[config.mk]
export PLATFORM = sky130hd
export DESIGN_NAME = arm_position_bang_bang_flat
export DESIGN_NICKNAME = d
export VERILOG_FILES = /design/src/design/apbb_pkg.sv /design/src/design/apbb_if.sv /design/src/design/arm_position_bang_bang.sv /design/src/design/apbb_ctrl.sv /design/src/flat_wrapper.sv
export SDC_FILE = /design/constraint.sdc
export NUM_CORES = 1
export LEC_CHECK = 0
export BUFFER_PORTS_ARGS = -buffer_cell sky130_fd_sc_hd__buf_2
export CAP_MARGIN = 10
export CORE_ASPECT_RATIO = 0.5
export CORE_MARGIN = 1.5
export CORE_UTILIZATION = 56
export DETAILED_ROUTE_END_ITERATION = 7
export GPL_ROUTABILITY_DRIVEN = 0
export PLACE_DENSITY_LB_ADDON = 0.15
export SLEW_MARGIN = 20
export SYNTH_ARGS = -nofsm -noshare
export SYNTH_HDL_FRONTEND = slang
export SYNTH_SLANG_ARGS = --single-unit
[constraint.sdc]
create_clock -name clk -period 5.6 [get_ports clk]
set_clock_uncertainty 0.1 [all_clocks]
set_input_delay 0.84 -clock clk [delete_from_list [all_inputs] [get_ports clk]]
set_output_delay 0.84 -clock clk [all_outputs]
set_load 0.02 [all_outputs]
[src/design/apbb_pkg.sv]
// ============================================================================
// apbb_pkg
// Shared types and constants for the arm position bang-bang controller.
// ============================================================================
package apbb_pkg;

  // Field widths
  localparam int ANGLE_W = 16;
  localparam int ERR_W   = 17;
  localparam int PWR_W   = 7;
  localparam int CMD_W   = 8;
  localparam int TICK_W  = 7;
  localparam int CFG_IDX_W  = 2;
  localparam int CFG_DATA_W = 16;

  // Register indexes on the config port
  localparam logic [CFG_IDX_W-1:0] REG_TARGET_ANGLE = 2'd0;
  localparam logic [CFG_IDX_W-1:0] REG_DRIVE_POWER  = 2'd1;
  localparam logic [CFG_IDX_W-1:0] REG_LIMIT_MAX    = 2'd2;
  localparam logic [CFG_IDX_W-1:0] REG_LIMIT_MIN    = 2'd3;

  // Register reset values
  localparam logic signed [ANGLE_W-1:0] TARGET_RST    = 16'sd0;
  localparam logic [PWR_W-1:0]          DRIVE_PWR_RST = 7'd50;
  localparam logic signed [ANGLE_W-1:0] LIMIT_MAX_RST = 16'sh7fff;
  localparam logic signed [ANGLE_W-1:0] LIMIT_MIN_RST = 16'sh8000;

  // Control phase codes
  localparam logic [1:0] PH_LOAD  = 2'd0;
  localparam logic [1:0] PH_MOVE  = 2'd1;
  localparam logic [1:0] PH_DONE  = 2'd2;
  localparam logic [1:0] PH_SPARE = 2'd3;

  // Input function codes
  localparam logic FUNC_TICK = 1'b0;
  localparam logic FUNC_STOP = 1'b1;

  // Dead band half width
  localparam logic signed [ERR_W-1:0] BAND_HI = 17'sd2;
  localparam logic signed [ERR_W-1:0] BAND_LO = -17'sd2;

  // Configuration register set
  typedef struct packed {
    logic signed [ANGLE_W-1:0] target_angle;
    logic [PWR_W-1:0]          drive_power;
    logic signed [ANGLE_W-1:0] limit_max;
    logic signed [ANGLE_W-1:0] limit_min;
  } cfg_t;

  // Controller state
  typedef struct packed {
    logic [1:0]                phase;
    logic [TICK_W-1:0]         tick_count;
    logic signed [ANGLE_W-1:0] clamped_target;
    logic signed [ERR_W-1:0]   last_error;
    logic signed [CMD_W-1:0]   power_held;
    logic                      brake_held;
    logic                      done_flag;
    logic [PWR_W-1:0]          run_power;
  } state_t;

endpackage

[src/design/apbb_if.sv]
// ============================================================================
// apbb_in_if / apbb_out_if
// Valid/ready channels for encoder ticks in and motor commands out.
// ============================================================================
interface apbb_in_if;
  logic                                valid;
  logic                                ready;
  logic                                func;
  logic signed [apbb_pkg::ANGLE_W-1:0] encoder_angle;

  modport source (output valid, output func, output encoder_angle, input ready);
  modport sink   (input valid, input func, input encoder_angle, output ready);
endinterface

interface apbb_out_if;
  logic                              valid;
  logic                              ready;
  logic signed [apbb_pkg::CMD_W-1:0] motor_power;
  logic                              brake_on;
  logic                              finished;

  modport source (output valid, output motor_power, output brake_on, output finished,
                  input ready);
  modport sink   (input valid, input motor_power, input brake_on, input finished,
                  output ready);
endinterface

[src/design/arm_position_bang_bang.sv]
// ============================================================================
// arm_position_bang_bang
// Bang-bang arm position controller with a dead band and stall detection.
// ============================================================================
// Path: an accepted input beat goes into the input register, then through the
// controller logic into the result register; a result-side stall holds it there.
// Throughput: 1 beat per cycle while the result side is not stalled; the state
// update per beat is one 17-bit subtract and a few compares ahead of the result register.
// Reset: synchronous rst_n clears state and pipeline valids and loads the
// config registers with their defaults; a beat can be accepted right after.
module arm_position_bang_bang #(
  parameter int STALL_TICKS = 125
) (
  input  logic                                  clk,
  input  logic                                  rst_n,
  input  logic                                  cfg_we,
  input  logic [apbb_pkg::CFG_IDX_W-1:0]        cfg_index,
  input  logic [apbb_pkg::CFG_DATA_W-1:0]       cfg_data,
  apbb_in_if.sink                               in_beat,
  apbb_out_if.source                            out_beat
);

  apbb_pkg::cfg_t   cfg_r;
  apbb_pkg::state_t st_r;
  apbb_pkg::state_t st_nxt;

  logic                                s1_valid_r;
  logic                                s1_func_r;
  logic signed [apbb_pkg::ANGLE_W-1:0] s1_enc_r;
  logic                                out_valid_r;
  logic                                adv;
  logic                                in_acc;

  // Config register writes
  always_ff @(posedge clk) begin
    if (!rst_n) begin
      cfg_r.target_angle <= apbb_pkg::TARGET_RST;
      cfg_r.drive_power  <= apbb_pkg::DRIVE_PWR_RST;
      cfg_r.limit_max    <= apbb_pkg::LIMIT_MAX_RST;
      cfg_r.limit_min    <= apbb_pkg::LIMIT_MIN_RST;
    end else if (cfg_we) begin
      unique case (cfg_index)
        apbb_pkg::REG_TARGET_ANGLE: cfg_r.target_angle <= cfg_data;
        apbb_pkg::REG_DRIVE_POWER:  cfg_r.drive_power  <= cfg_data[apbb_pkg::PWR_W-1:0];
        apbb_pkg::REG_LIMIT_MAX:    cfg_r.limit_max    <= cfg_data;
        apbb_pkg::REG_LIMIT_MIN:    cfg_r.limit_min    <= cfg_data;
        default: begin
        end
      endcase
    end
  end

  // Handshake: the stage moves when the result register is free or taken
  assign adv           = !out_valid_r || out_beat.ready;
  assign in_beat.ready = !s1_valid_r || adv;
  assign in_acc        = in_beat.valid && in_beat.ready;

  // Input register
  always_ff @(posedge clk) begin
    if (!rst_n) begin
      s1_valid_r <= 1'b0;
    end else if (in_acc) begin
      s1_valid_r <= 1'b1;
    end else if (adv) begin
      s1_valid_r <= 1'b0;
    end
  end

  always_ff @(posedge clk) begin
    if (in_acc) begin
      s1_func_r <= in_beat.func;
      s1_enc_r  <= in_beat.encoder_angle;
    end
  end

  // Control step
  apbb_ctrl #(
    .STALL_TICKS (STALL_TICKS)
  ) u_ctrl (
    .cfg           (cfg_r),
    .st            (st_r),
    .func          (s1_func_r),
    .encoder_angle (s1_enc_r),
    .st_nxt        (st_nxt)
  );

  // State update, one beat at a time
  always_ff @(posedge clk) begin
    if (!rst_n) begin
      st_r <= '0;
    end else if (s1_valid_r && adv) begin
      st_r <= st_nxt;
    end
  end

  // Result register
  always_ff @(posedge clk) begin
    if (!rst_n) begin
      out_valid_r <= 1'b0;
    end else if (adv) begin
      out_valid_r <= s1_valid_r;
    end
  end

  always_ff @(posedge clk) begin
    if (s1_valid_r && adv) begin
      out_beat.motor_power <= st_nxt.power_held;
      out_beat.brake_on    <= st_nxt.brake_held;
      out_beat.finished    <= st_nxt.done_flag;
    end
  end

  assign out_beat.valid = out_valid_r;

  // Finished only ever shows with the brake applied
  a_fin_brake: assert property (@(posedge clk) disable iff (!rst_n)
    out_valid_r |-> (!out_beat.finished || out_beat.brake_on))
    else $error("finished without brake");

  // A finished move never drives the motor
  a_fin_stopped: assert property (@(posedge clk) disable iff (!rst_n)
    (out_valid_r && out_beat.finished) |-> (out_beat.motor_power == '0))
    else $error("motor driven after finish");

  // Once applied, the brake stays on until reset
  a_brake_sticky: assert property (@(posedge clk) disable iff (!rst_n)
    st_r.brake_held |=> st_r.brake_held)
    else $error("brake released");

  // A stalled beat in the input register is not lost
  a_s1_hold: assert property (@(posedge clk) disable iff (!rst_n)
    (s1_valid_r && !adv) |=> (s1_valid_r && $stable(s1_enc_r) && $stable(s1_func_r)))
    else $error("input register dropped a beat");

endmodule

[src/design/apbb_ctrl.sv]
// ============================================================================
// apbb_ctrl
// Next-state logic for one control beat: clamp, error, dead band, stall check.
// ============================================================================
module apbb_ctrl #(
  parameter int STALL_TICKS = 125
) (
  input  apbb_pkg::cfg_t                      cfg,
  input  apbb_pkg::state_t                    st,
  input  logic                                func,
  input  logic signed [apbb_pkg::ANGLE_W-1:0] encoder_angle,
  output apbb_pkg::state_t                    st_nxt
);

  apbb_pkg::state_t                    ld;
  logic signed [apbb_pkg::ANGLE_W-1:0] tgt_clamp;
  logic signed [apbb_pkg::ERR_W-1:0]   err;
  logic                                hit;
  logic                                stalled;
  logic [apbb_pkg::CMD_W-1:0]          pwr_pos;

  // Target clamp; max is checked first when the limits are crossed
  always_comb begin
    if (cfg.target_angle > cfg.limit_max) begin
      tgt_clamp = cfg.limit_max;
    end else if (cfg.target_angle < cfg.limit_min) begin
      tgt_clamp = cfg.limit_min;
    end else begin
      tgt_clamp = cfg.target_angle;
    end
  end

  // State after the load step (load phase falls through into move)
  always_comb begin
    ld = st;
    if (st.phase == apbb_pkg::PH_LOAD) begin
      ld.run_power      = cfg.drive_power;
      ld.clamped_target = tgt_clamp;
      ld.phase          = apbb_pkg::PH_MOVE;
    end
  end

  // Position error, stall tick
  assign err = {ld.clamped_target[apbb_pkg::ANGLE_W-1], ld.clamped_target}
             - {encoder_angle[apbb_pkg::ANGLE_W-1], encoder_angle};
  assign hit     = (ld.tick_count == apbb_pkg::TICK_W'(STALL_TICKS));
  assign stalled = hit && (err == ld.last_error);
  assign pwr_pos = {1'b0, ld.run_power};

  always_comb begin
    st_nxt = ld;
    if (func == apbb_pkg::FUNC_STOP) begin
      st_nxt            = st;
      st_nxt.power_held = '0;
      st_nxt.brake_held = 1'b1;
      st_nxt.tick_count = '0;
      st_nxt.phase      = apbb_pkg::PH_LOAD;
      st_nxt.done_flag  = 1'b0;
    end else begin
      unique case (ld.phase)
        apbb_pkg::PH_MOVE: begin
          st_nxt.tick_count = ld.tick_count + 1'b1;
          if (hit && !stalled) begin
            st_nxt.last_error = err;
            st_nxt.tick_count = '0;
          end
          priority if (stalled) begin
            st_nxt.power_held = '0;
            st_nxt.phase      = apbb_pkg::PH_DONE;
          end else if (err >= apbb_pkg::BAND_LO && err <= apbb_pkg::BAND_HI) begin
            st_nxt.power_held = '0;
            st_nxt.phase      = apbb_pkg::PH_DONE;
          end else if (err > apbb_pkg::BAND_HI) begin
            st_nxt.power_held = pwr_pos;
          end else begin
            st_nxt.power_held = -pwr_pos;
          end
        end
        apbb_pkg::PH_DONE: begin
          st_nxt.brake_held = 1'b1;
          st_nxt.done_flag  = 1'b1;
        end
        default: begin
          // spare phase code: hold
        end
      endcase
    end
  end

endmodule

[src/flat_wrapper.sv]
// flat-port wrapper written by rule: the top's interface ports become plain ports
module arm_position_bang_bang_flat 
#(
  parameter int STALL_TICKS = 125
)
  (clk, rst_n, cfg_we, cfg_index, cfg_data, in_beat_valid, in_beat_func, in_beat_encoder_angle, in_beat_ready, out_beat_valid, out_beat_motor_power, out_beat_brake_on, out_beat_finished, out_beat_ready);
  apbb_in_if in_beat_i ();
  apbb_out_if out_beat_i ();
  input  logic clk;
  input  logic rst_n;
  input  logic cfg_we;
  input  logic [apbb_pkg::CFG_IDX_W-1:0] cfg_index;
  input  logic [apbb_pkg::CFG_DATA_W-1:0] cfg_data;
  input wire logic [$bits(in_beat_i.valid)-1:0] in_beat_valid;
  input wire logic [$bits(in_beat_i.func)-1:0] in_beat_func;
  input wire logic [$bits(in_beat_i.encoder_angle)-1:0] in_beat_encoder_angle;
  output wire logic [$bits(in_beat_i.ready)-1:0] in_beat_ready;
  output wire logic [$bits(out_beat_i.valid)-1:0] out_beat_valid;
  output wire logic [$bits(out_beat_i.motor_power)-1:0] out_beat_motor_power;
  output wire logic [$bits(out_beat_i.brake_on)-1:0] out_beat_brake_on;
  output wire logic [$bits(out_beat_i.finished)-1:0] out_beat_finished;
  input wire logic [$bits(out_beat_i.ready)-1:0] out_beat_ready;
  assign in_beat_i.valid = in_beat_valid;
  assign in_beat_i.func = in_beat_func;
  assign in_beat_i.encoder_angle = in_beat_encoder_angle;
  assign in_beat_ready = in_beat_i.ready;
  assign out_beat_valid = out_beat_i.valid;
  assign out_beat_motor_power = out_beat_i.motor_power;
  assign out_beat_brake_on = out_beat_i.brake_on;
  assign out_beat_finished = out_beat_i.finished;
  assign out_beat_i.ready = out_beat_ready;
  arm_position_bang_bang #(.STALL_TICKS(STALL_TICKS)) u_core (.clk(clk), .rst_n(rst_n), .cfg_we(cfg_we), .cfg_index(cfg_index), .cfg_data(cfg_data), .in_beat(in_beat_i), .out_beat(out_beat_i));
endmodule
==> results.yml <==
sta:
  layout_setup_ws_ns: -0.0405
  hold_viol_final: 0
  rsz0062_at_grt: "true"
  maxSlewViolCount: 0
  relSlewSlack_pct: 31.6
  holdWs_ns: 0.355
  period_minus_slack_ns: 5.64
  fmax_ghz: 0.177
  setup_viol: 5
  fin_crit_sh_pct: 101
  worst_pin_slew_ns: 1.02
worst_setup_path:
  cp_top_family: "compound AO/OA/AOI/OAI gates"
  crit_slowest_cell: "a2111o_1"
  timing.rr.end: "u_core.out_beat.motor_power[0]"
  crit_path_end_kind: "flip-flop"
  worst_setup_path_start_kind: "flip-flop"
  required_ns: 5.66
  crit_type: "flip-flop to flip-flop"
  ff2ff_setup_slack_ns: -0.04
  ff2ff_path_depth: 25
  cp_data_arrival_time_ns: 5.70
  rr_startpoint: "u_core.cfg_r[40]"
  cp_slowest_stage_delay_ns: 0.45
  crit_buf_inv: 5
  path_depth: 25
  cp_max_fo: 4
detailed_routing:
  detail-route-antenna-nets: 0
  drt_wl_total_mm: 28.3
  drc_errors: 0
  drt_iter0_markers: 899
  wl_per_cell_um: 19.9
  viasPerCell: 6.41
  drt_pass1_iterations: 8
  vias: 9107
grt:
  grt_max_degree: 62
  grt_pass1_wl_mm: 43.0
  antenna_found_initial: 0
  grt_pass1_vias: 8364
  track_usage_pct: 32.1
  gr-total-overflow: 0
worst_hold_path:
  hold_end: "u_core.cfg_r[14]"
  min_from: "u_core.cfg_r[14]"
  hp-class: "flip-flop to flip-flop"
  min_path_cells: 2
clock_tree:
  clockBufferDepth: 2
  h-tree-depth: 4
  clock-sinks: 143
  cts_made_buffers: 17
  cts-root-buf: "clkbuf_16"
  cts_tree: "yes"
  clock_latency_ns: 0.43
  path_clk_slew_ns: 0.07
power:
  ir_drop_mv: 0.245
  leakagePower_uw: 0.00486
  power_per_cell_area_nw_per_um2: 280
synth:
  syn-num-nets: 1168
  synth-seq-cells: 143
  syn-cell-area_sq_um: 9080
  netlist-cell-type-count: 85
  synth_edf_count: 27
  synth_async_sr_flop_share_pct: 0
  synth_area_leaders: "dfxtp_1 26%, edfxtp_1 8.9%, ha_1 6.9%"
  yosysTopAreaCell: "dfxtp_1"
  yosysTopAreaCellShare_pct: 25.6
  yosysWarnings: 0
  yosysSeqAreaShare_pct: 34.5
  synth_area_per_cell_sq_um: 8.43
  syn_inst: 1077
  synth-main-ff-cell: "dfxtp_1"
floorplan:
  die_area_sq_um: 17000
  boundaryPins: 52
  die_w_um: 183
  placementRows: 32
  die_h_um: 93.0
  core_sq_um: 15600
  start_util_pct: 58.1
placed_design:
  post-place-ws_ns: -0.341
  dpl.hpwl_mm: 19.0
  placed_cell_area_sq_um: 10000
  portBuffers: 51
layout:
  diodes: 0
  mostFrequentLayoutCells: "148 x nand2_1, 110 x dfxtp_1, 109 x buf_4"
  drive_above_1_share_pct: 27.4
  final_common_cell: "nand2_1"
  areaGrowthSynthToFinish_pct: 28.0
  fin_nets: 1294
  fin_area_sq_um: 11600
run_status:
  violations: "setup timing"
  status: "finished with violations"
run:
  max_cap_viol_count: 0
==> what timing repair did <==
action,in CTS,in global routing
hold buffers,0,0
gates resized for setup,65,92
endpoints found under the setup margin,40,42
cloned,2,1
buffers inserted,9,16
pin swaps,23,51
==> worst reg2reg max path: cells and delay by family (launching register included) <==
family,cells,cell delay [ns]
AOI/OAI and AO/OA,14,2.85
buffers and inverters,5,0.77
and+or+nand+nor,3,0.65
adders and majority gates,3,0.60
DFF,1,0.37
==> cell usage after synthesis, types with 9 or more instances <==
library cell,count
nand2_1,149
dfxtp_1,116
a21oi_1,81
inv_1,52
ha_1,50
and3_1,48
clkbuf_1,47
nor2_1,44
o21ai_0,33
a221o_1,31
nor3_1,29
edfxtp_1,27
mux2i_1,26
nor2b_1,24
nand3_1,23
o211ai_1,23
a211oi_1,18
a21o_1,16
a2bb2oi_1,16
buf_2,15
nand4_1,13
nand2b_1,12
o21a_1,12
xnor2_1,11
and2_1,10
xor2_1,9
==> per-stage QoR <==
stage	setup TNS, ns	util (%)	total power, uW	std cells
5_1_grt	-5.07	74.4	3360	1420
3_5_place_dp	-7.34	64.3	1940	1361
4_1_cts	0	70.6	3110	1404
2_1_floorplan	0	-	1630	1077
6_report	-0.120	74.4	3260	1420
3_3_place_gp	-2.54	64.3	1920	1361
==> kinds of logic (layout without fill, tap and decap cells) <==
kind of cell	after synthesis	in the layout	synth area share (%)
AND/OR/NAND/NOR	408	409	23.4
flip-flops	143	143	34.5
XOR/XNOR	23	23	2.69
multiplexers	26	26	2.87
adder cells (fa/ha/maj)	51	51	7.11
buffers and inverters	119	256	5.21
AO/OA/AOI/OAI	307	308	24.2
==> worst max-delay path by stage <==
stage                          start                              to
finish              u_core.cfg_r[40]  u_core.out_beat.motor_power[0]
global route        u_core.cfg_r[17]  u_core.out_beat.motor_power[0]
CTS                  u_core.cfg_r[9]  u_core.out_beat.motor_power[6]
detailed placement   u_core.cfg_r[9]                 u_core.st_r[25]
global placement     u_core.cfg_r[9]                 u_core.st_r[25]
floorplan           u_core.cfg_r[17]  u_core.out_beat.motor_power[6]
==> power by group <==
part / total [uW] / switching (uW) / internal, uW / leakage (uW)
registers: 1110 / 21.4 / 1090 / 0.00121
logic: 1040 / 578 / 458 / 0.00338
clock network: 1110 / 521 / 590 / 0.000278
total: 3260 / 1120 / 2140 / 0.00486
==> registers in the layout, summed over array words and instances, names as in the netlist <==
name and flops:
u_core.s1_valid_r 1, u_core.st_r 59, u_core.s1_func_r 1, u_core.out_beat.finished 1, u_core.out_beat.motor_power 8, u_core.cfg_r 55, u_core.s1_enc_r 16, u_core.out_beat.brake_on 1
u_core.out_beat.valid 1
==> final cells by class <==
| type | instances | area [sq um] |
|---|---|---|
| flip-flops and latches | 143 | 3140 |
| clock buffers | 17 | 425 |
| clock inverters | 15 | 145 |
| multi-input cells | 817 | 6240 |
| inverters | 53 | 199 |
| well taps | 204 | 255 |
| repair buffers | 171 | 1210 |
| fillers | 1111 | 4000 |
==> per-layer routing <==
layer | vias up | share of wire, % | global-route usage (%)
met4 | 0 | 2.0 | 8.27
li1 | 4236 | - | -
met5 | - | 0 | 0
met2 | 419 | 46 | 51.8
met1 | 4374 | 43 | 43.2
met3 | 78 | 8.2 | 7.98
(Power assumes the default switching activity.)
